File: src/rtl/core/jsu_pkg.sv
// Shared types, codes and helpers of the JSON string unescaper.
package jsu_pkg;

  localparam logic [1:0] MODE_IDLE = 2'd0;
  localparam logic [1:0] MODE_STR  = 2'd1;
  localparam logic [1:0] MODE_ESC  = 2'd2;
  localparam logic [1:0] MODE_HEX  = 2'd3;

  localparam logic [1:0] KIND_DATA  = 2'd0;
  localparam logic [1:0] KIND_CLOSE = 2'd1;
  localparam logic [1:0] KIND_ERR   = 2'd2;

  localparam logic [2:0] ERR_BAD_ESC    = 3'd0;
  localparam logic [2:0] ERR_BAD_HEX    = 3'd1;
  localparam logic [2:0] ERR_CTRL       = 3'd2;
  localparam logic [2:0] ERR_UNTERM_STR = 3'd3;
  localparam logic [2:0] ERR_UNTERM_UNI = 3'd4;

  localparam int MAX_RES = 3;

  typedef struct packed {
    logic [1:0]  mode;
    logic [1:0]  hex_count;
    logic [15:0] code_accum;
  } st_t;

  typedef struct packed {
    logic [1:0] kind;
    logic [7:0] data;
    logic [2:0] code;
  } res_t;

  typedef struct packed {
    logic [1:0] n;
    res_t       r0;
    res_t       r1;
    res_t       r2;
  } dec_t;

  // {valid, value} of one ASCII hex digit
  function automatic logic [4:0] hex_val(input logic [7:0] c);
    logic [4:0] v;
    v = 5'd0;
    if (c >= 8'h30 && c <= 8'h39)      v = {1'b1, 4'(c - 8'h30)};
    else if (c >= 8'h61 && c <= 8'h66) v = {1'b1, 4'(c - 8'h57)};
    else if (c >= 8'h41 && c <= 8'h46) v = {1'b1, 4'(c - 8'h37)};
    return v;
  endfunction

endpackage

File: src/rtl/core/jsu_in_if.sv
// Input channel: one raw stream byte or an end-of-stream mark per transaction.
interface jsu_in_if;
  logic       valid;
  logic       ready;
  logic [7:0] in_byte;
  logic       stream_end;

  modport source (output valid, output in_byte, output stream_end, input ready);
  modport sink   (input valid, input in_byte, input stream_end, output ready);
endinterface

File: src/rtl/core/jsu_out_if.sv
// Result channel: one decoded byte, close mark or error per transaction.
interface jsu_out_if;
  logic       valid;
  logic       ready;
  logic [1:0] kind;
  logic [7:0] out_byte;
  logic [2:0] error_code;
  logic       last;

  modport source (output valid, output kind, output out_byte, output error_code,
                  output last, input ready);
  modport sink   (input valid, input kind, input out_byte, input error_code,
                  input last, output ready);
endinterface

File: src/rtl/core/jsu_decoder.sv
// Next-state and result logic for one input transaction.
module jsu_decoder (
  input  jsu_pkg::st_t  st,
  input  logic [7:0]    in_byte,
  input  logic          stream_end,
  output jsu_pkg::st_t  st_nxt,
  output jsu_pkg::dec_t dec
);
  import jsu_pkg::*;

  logic [4:0]  hv;
  logic [15:0] cp;
  logic [7:0]  esc_byte;
  logic        esc_ok;

  function automatic res_t mk(input logic [1:0] k, input logic [7:0] d,
                              input logic [2:0] c);
    res_t r;
    r.kind = k;
    r.data = d;
    r.code = c;
    return r;
  endfunction

  assign hv = hex_val(in_byte);
  assign cp = {st.code_accum[11:0], hv[3:0]};

  always_comb begin
    esc_ok   = 1'b1;
    esc_byte = in_byte;
    case (in_byte) inside
      8'h22, 8'h5C, 8'h2F: esc_byte = in_byte;
      8'h62:               esc_byte = 8'h08;
      8'h66:               esc_byte = 8'h0C;
      8'h6E:               esc_byte = 8'h0A;
      8'h72:               esc_byte = 8'h0D;
      8'h74:               esc_byte = 8'h09;
      default:             esc_ok   = 1'b0;
    endcase
  end

  always_comb begin
    st_nxt = st;
    dec.n  = 2'd0;
    dec.r0 = mk(KIND_DATA, 8'h00, 3'd0);
    dec.r1 = mk(KIND_DATA, 8'h00, 3'd0);
    dec.r2 = mk(KIND_DATA, 8'h00, 3'd0);
    if (stream_end) begin
      if (st.mode != MODE_IDLE) begin
        dec.n  = 2'd1;
        dec.r0 = mk(KIND_ERR, 8'h00,
                    (st.mode == MODE_HEX) ? ERR_UNTERM_UNI : ERR_UNTERM_STR);
        st_nxt = '0;
      end
    end else begin
      unique case (st.mode)
        MODE_IDLE: begin
          if (in_byte == 8'h22) st_nxt.mode = MODE_STR;
        end
        MODE_STR: begin
          if (in_byte == 8'h5C) begin
            st_nxt.mode = MODE_ESC;
          end else if (in_byte == 8'h22) begin
            dec.n       = 2'd1;
            dec.r0      = mk(KIND_CLOSE, 8'h00, 3'd0);
            st_nxt.mode = MODE_IDLE;
          end else if (in_byte < 8'h20) begin
            dec.n  = 2'd1;
            dec.r0 = mk(KIND_ERR, 8'h00, ERR_CTRL);
            st_nxt = '0;
          end else begin
            dec.n  = 2'd1;
            dec.r0 = mk(KIND_DATA, in_byte, 3'd0);
          end
        end
        MODE_ESC: begin
          if (in_byte == 8'h75) begin
            st_nxt.mode       = MODE_HEX;
            st_nxt.hex_count  = 2'd0;
            st_nxt.code_accum = 16'h0000;
          end else if (esc_ok) begin
            dec.n       = 2'd1;
            dec.r0      = mk(KIND_DATA, esc_byte, 3'd0);
            st_nxt.mode = MODE_STR;
          end else begin
            dec.n  = 2'd1;
            dec.r0 = mk(KIND_ERR, 8'h00, ERR_BAD_ESC);
            st_nxt = '0;
          end
        end
        MODE_HEX: begin
          if (!hv[4]) begin
            dec.n  = 2'd1;
            dec.r0 = mk(KIND_ERR, 8'h00, ERR_BAD_HEX);
            st_nxt = '0;
          end else if (st.hex_count != 2'd3) begin
            st_nxt.code_accum = cp;
            st_nxt.hex_count  = st.hex_count + 2'd1;
          end else begin
            st_nxt.mode       = MODE_STR;
            st_nxt.hex_count  = 2'd0;
            st_nxt.code_accum = 16'h0000;
            if (cp[15:7] == 9'd0) begin
              dec.n  = 2'd1;
              dec.r0 = mk(KIND_DATA, cp[7:0], 3'd0);
            end else if (cp[15:11] == 5'd0) begin
              dec.n  = 2'd2;
              dec.r0 = mk(KIND_DATA, {3'b110, cp[10:6]}, 3'd0);
              dec.r1 = mk(KIND_DATA, {2'b10, cp[5:0]}, 3'd0);
            end else begin
              dec.n  = 2'd3;
              dec.r0 = mk(KIND_DATA, {4'b1110, cp[15:12]}, 3'd0);
              dec.r1 = mk(KIND_DATA, {2'b10, cp[11:6]}, 3'd0);
              dec.r2 = mk(KIND_DATA, {2'b10, cp[5:0]}, 3'd0);
            end
          end
        end
        default: st_nxt = '0;
      endcase
    end
  end

endmodule

File: src/rtl/core/json_string_unescaper_unit.sv
// JSON string unescaper: raw byte stream in, decoded UTF-8 bytes and marks out.
//
// in_ch carries one raw byte (or a stream_end mark) per transaction. While
// idle the block waits for an opening quote; inside a string it passes bytes,
// decodes escapes and turns \uXXXX into one to three UTF-8 bytes.
// out_ch carries one result per transaction: a data byte, a string-closed
// mark or an error; last flags the final result caused by one input.
// Results are registered and reach out_ch the cycle after their byte is taken.
// Throughput: one input byte per cycle while each byte yields at most one
// result and out_ch.ready stays high. A \u escape that yields two or three
// bytes holds in_ch.ready low while the three-entry result buffer drains.
// Inputs that yield no result (opening quote, backslash, hex digits) leave
// the buffer empty. A stalled receiver holds the current result; in_ch.ready
// then stays low unless the buffer holds only its final result and
// out_ch.ready is high. Reset (rst_n low, synchronous) returns the decoder to
// idle and empties the result buffer.
module json_string_unescaper_unit (
  input logic      clk,
  input logic      rst_n,
  jsu_in_if.sink   in_ch,
  jsu_out_if.source out_ch
);
  import jsu_pkg::*;

  st_t        st_r, st_nxt;
  dec_t       dec;
  res_t       res_r [MAX_RES];
  res_t       res_nxt [MAX_RES];
  logic [1:0] cnt_r, cnt_nxt;
  logic       take, pop;

  jsu_decoder u_dec (
    .st        (st_r),
    .in_byte   (in_ch.in_byte),
    .stream_end(in_ch.stream_end),
    .st_nxt    (st_nxt),
    .dec       (dec)
  );

  assign pop         = out_ch.valid && out_ch.ready;
  assign in_ch.ready = (cnt_r == 2'd0) || ((cnt_r == 2'd1) && out_ch.ready);
  assign take        = in_ch.valid && in_ch.ready;

  always_comb begin
    res_nxt = res_r;
    cnt_nxt = cnt_r;
    if (take) begin
      res_nxt[0] = dec.r0;
      res_nxt[1] = dec.r1;
      res_nxt[2] = dec.r2;
      cnt_nxt    = dec.n;
    end else if (pop) begin
      // advance the remaining UTF-8 bytes
      res_nxt[0] = res_r[1];
      res_nxt[1] = res_r[2];
      cnt_nxt    = cnt_r - 2'd1;
    end
  end

  always_ff @(posedge clk) begin
    if (!rst_n) begin
      st_r  <= '0;
      cnt_r <= 2'd0;
    end else begin
      if (take) st_r <= st_nxt;
      cnt_r <= cnt_nxt;
    end
  end

  always_ff @(posedge clk) begin
    res_r <= res_nxt;
  end

  assign out_ch.valid      = (cnt_r != 2'd0);
  assign out_ch.kind       = res_r[0].kind;
  assign out_ch.out_byte   = res_r[0].data;
  assign out_ch.error_code = res_r[0].code;
  assign out_ch.last       = (cnt_r == 2'd1);

endmodule

File: src/flat_wrapper.sv
// flat-port wrapper written by rule: the top's interface ports become plain ports
module json_string_unescaper_unit_flat import jsu_pkg::*;
  (clk, rst_n, in_ch_valid, in_ch_in_byte, in_ch_stream_end, in_ch_ready, out_ch_valid, out_ch_kind, out_ch_out_byte, out_ch_error_code, out_ch_last, out_ch_ready);
  jsu_in_if in_ch_i ();
  jsu_out_if out_ch_i ();
  input logic clk;
  input logic rst_n;
  input wire logic [$bits(in_ch_i.valid)-1:0] in_ch_valid;
  input wire logic [$bits(in_ch_i.in_byte)-1:0] in_ch_in_byte;
  input wire logic [$bits(in_ch_i.stream_end)-1:0] in_ch_stream_end;
  output wire logic [$bits(in_ch_i.ready)-1:0] in_ch_ready;
  output wire logic [$bits(out_ch_i.valid)-1:0] out_ch_valid;
  output wire logic [$bits(out_ch_i.kind)-1:0] out_ch_kind;
  output wire logic [$bits(out_ch_i.out_byte)-1:0] out_ch_out_byte;
  output wire logic [$bits(out_ch_i.error_code)-1:0] out_ch_error_code;
  output wire logic [$bits(out_ch_i.last)-1:0] out_ch_last;
  input wire logic [$bits(out_ch_i.ready)-1:0] out_ch_ready;
  assign in_ch_i.valid = in_ch_valid;
  assign in_ch_i.in_byte = in_ch_in_byte;
  assign in_ch_i.stream_end = in_ch_stream_end;
  assign in_ch_ready = in_ch_i.ready;
  assign out_ch_valid = out_ch_i.valid;
  assign out_ch_kind = out_ch_i.kind;
  assign out_ch_out_byte = out_ch_i.out_byte;
  assign out_ch_error_code = out_ch_i.error_code;
  assign out_ch_last = out_ch_i.last;
  assign out_ch_i.ready = out_ch_ready;
  json_string_unescaper_unit u_core (.clk(clk), .rst_n(rst_n), .in_ch(in_ch_i), .out_ch(out_ch_i));
endmodule
File: config.mk
export PLATFORM = sky130hd
export DESIGN_NAME = json_string_unescaper_unit_flat
export DESIGN_NICKNAME = d
export VERILOG_FILES = /design/src/rtl/core/jsu_pkg.sv /design/src/rtl/core/jsu_in_if.sv /design/src/rtl/core/jsu_out_if.sv /design/src/rtl/core/jsu_decoder.sv /design/src/rtl/core/json_string_unescaper_unit.sv /design/src/flat_wrapper.sv
export SDC_FILE = /design/constraint.sdc
export NUM_CORES = 1
export LEC_CHECK = 0
export BUFFER_PORTS_ARGS = -buffer_cell sky130_fd_sc_hd__buf_2
export CAP_MARGIN = 20
export CORE_MARGIN = 1
export CORE_UTILIZATION = 54
export CTS_CLUSTER_SIZE = 40
export DETAILED_ROUTE_END_ITERATION = 10
export HOLD_SLACK_MARGIN = 0.06
export PLACE_DENSITY_LB_ADDON = 0.12
export SYNTH_ARGS = -nofsm -noshare
export SYNTH_HDL_FRONTEND = slang
export SYNTH_SLANG_ARGS = --single-unit
File: constraint.sdc
create_clock -name clk -period 2.1 [get_ports clk]
set_input_delay 0.42 -clock clk [delete_from_list [all_inputs] [get_ports clk]]
set_output_delay 0.42 -clock clk [all_outputs]
set_load 0.005 [all_outputs]
==> run metrics <==
DR iter-0 viols=239; met1 wire length=3.916 mm; number of hold buffers added after cts=0; row count=27; final setup violation count=0; Critical Path End Type=register; Yosys warning count=0; status=finished clean; max_slew headroom=67.28%; Cell Area, Synth=3074 µm²; Hold Crit Start=u_core.st_r[16]; Routed met2 length=4.028 mm; wire length on met3=441 µm; Port-buffer cells=28; Area Overhead vs Synth=29.10%; Via density=5.772; final hold violations=0; fillers=428; total CTS buffers=5; Die W=77.45 µm; clock transition at the registers of the reported paths=90 ps; flop2flop setup slack=70 ps; diodes inserted=0; Worst Setup SP=in_ch_in_byte[0]; Hold Path Class=reg2reg; GPL Wtd Cong=0.9148; crit path kind=in2reg; most instantiated library cell after synthesis=nand2_1; syn_area_per_cell=9.260 µm²; Max FO, Critical Path=13; Max-cap violations=0; Syn Inst Count=332; post-synthesis sequential area ratio=38.10%; R2R Path End=u_core.out_ch.out_byte[2]; max-slew violations=0; H-tree Lvls=2; Die H=77.45 µm; CP startpoint kind=input port; vias in the first global route=2763; Clock Latency Late Sink=310 ps; multi-input logic area=1750 µm²; P_leak=1.619 nW; fin cells=496; CTS tree=done; Max IR drop VDD=0.3561 mV; grt total ovfl=0; Top Metal Used=met4; Async SR Flop Fraction=0%; Unique masters post-synth=71; worst slew pin tran=488.1 ps; vias post-DR=2863; layout cell share with drive strength beyond 1=38.21%; most common library cells after synthesis=nand2_1, edfxtp_1, dfxtp_1, nor2_1, o21ai_0; EDFF count, synth=27; part of the cycle the worst path needs=97.63%; Syn Nets=357; Placed Cells=485; CP required=2330 ps; CTS max path bufs=2; total wire length=8.560 mm; Final #Nets=448; largest net degree at the start of global routing=19; area of the core=5507 µm²; routed len/inst=17.26 µm; Overall Global Routing Usage=29.99%; dpl hpwl=6.633 mm; RR Startpoint=u_core.st_r[8]; number of routed nets with antenna violations=0; drt drc=0; fmax=487.8 MHz; hold depth=2; ranking of synthesized cells by area=edfxtp_1, dfxtp_1, nand2_1, ha_1, mux2i_1; Fin Setup TNS=0 ps; clk root buf=clkbuf_8; register area=1171 µm²; main flop type after synthesis=edfxtp_1; first-pass GRT wire length=13.86 mm; Hold Crit Endpoint=u_core.st_r[16]; min Tclk post-route=2050 ps; Worst EP arrival=2280 ps; initial antenna violation count=0; starting density of the core=55.83%; Die ar.=5999 µm²; clk sinks=45; Synth Register Bits=45; clk_skew=4.972 ps; IO Pins=29; largest area contributor in the netlist=edfxtp_1; Power Density=559.6 nW/µm²; DRT Pass-1 Iters=5; worst reg-to-reg path cell count=6; post-synth top area share=26.37%
==> registers in the layout, summed over array words and instances, names as in the netlist <==
register and cells:
u_core.res_r 14, u_core.st_r 16, u_core.cnt_r 2, u_core.out_ch.kind 2, u_core.out_ch.out_byte 8, u_core.out_ch.error_code 3
==> final cells by class <==
type	instances	area share, %
clock buffers	7	2.459
clock inverters	1	0.2207
inverters	14	1.387
multi-input cells	244	44.10
flip-flops and latches	45	29.51
well taps	72	2.270
repair buffers	113	20.05
==> metrics by stage <==
stage                     cell area (µm²)  power (mW)  setup WS (ps)  hold slack, ps  utilization, %
after global routing                 3969       2.313         -8.129           537.7           72.07
final                                3969       2.221          49.87           502.2           72.07
after CTS                            3877       2.213          14.19           507.8           70.42
after global placement               3765       1.589         -315.5           468.3           68.37
after detailed placement             3765       1.604         -331.8           496.0           68.37
after floorplan                      3113       1.424          1.693           447.0               -
==> cell usage in the layout (no fill, tap or decap), drive strengths merged, types with 3 or more instances in the layout <==
master  instances
buf           111
nor2b           5
o211ai         10
clkbuf          9
nand3b          4
inv            14
ha             12
nor3b           3
a21o            4
and2            8
a21oi          11
nand2b          7
o31ai           3
mux2i          13
nand2          52
nor2           17
a22oi           4
a31oi           5
and3            3
o21ai          21
nor3           10
dfxtp          18
edfxtp         27
mux2            3
nand3           8
==> what timing repair did <==
item	4_1_cts	5_1_grt
gates resized for setup	3	19
pin swaps	1	7
buffers inserted	0	3
setup endpoints to repair	7	28
==> layer usage <==
layer  up-vias  track usage [%]
met5         -                0
met4         0            8.679
met3        19            4.471
met2        99            47.43
met1      1360            42.34
li1       1385                -
==> power by group <==
group          internal, mW  switching, mW
combinational         0.230          0.263
sequential             1.07         0.0310
clock                 0.310          0.315
total                  1.61          0.609
==> critical path: stages <==
cell and delay (ps):
clkbuf_4 160, inv_2 70, ha_1 230, nor3b_2 190
o21a_1 240, o31a_4 390, o21ai_4 190, buf_12 180
mux2i_1 220
==> worst max-delay path by stage <==
stage	end	slack (ps)	cells after the start
after CTS	u_core.st_r[19]	10	9
final	u_core.st_r[1]	50	9
after global placement	u_core.out_ch.out_byte[2]	-320	8
after floorplan	u_core.out_ch.out_byte[4]	2	7
after detailed placement	u_core.st_r[1]	-330	10
after global routing	u_core.out_ch.out_byte[2]	-8	6
==> cell families (layout without fill, tap and decap cells) <==
kind of cell    count (synthesis)  after routing  share of synthesized area [%]
simple gates                  133            133                          23.32
compound gates                 82             82                          19.78
flops                          45             45                          38.10
buf+inv                        43            135                          8.303
mux                            16             16                          5.331
fa+ha+maj                      12             12                          4.884
xor+xnor                        1              1                         0.2850
No activity file was read; power rests on OpenSTA's default activity.
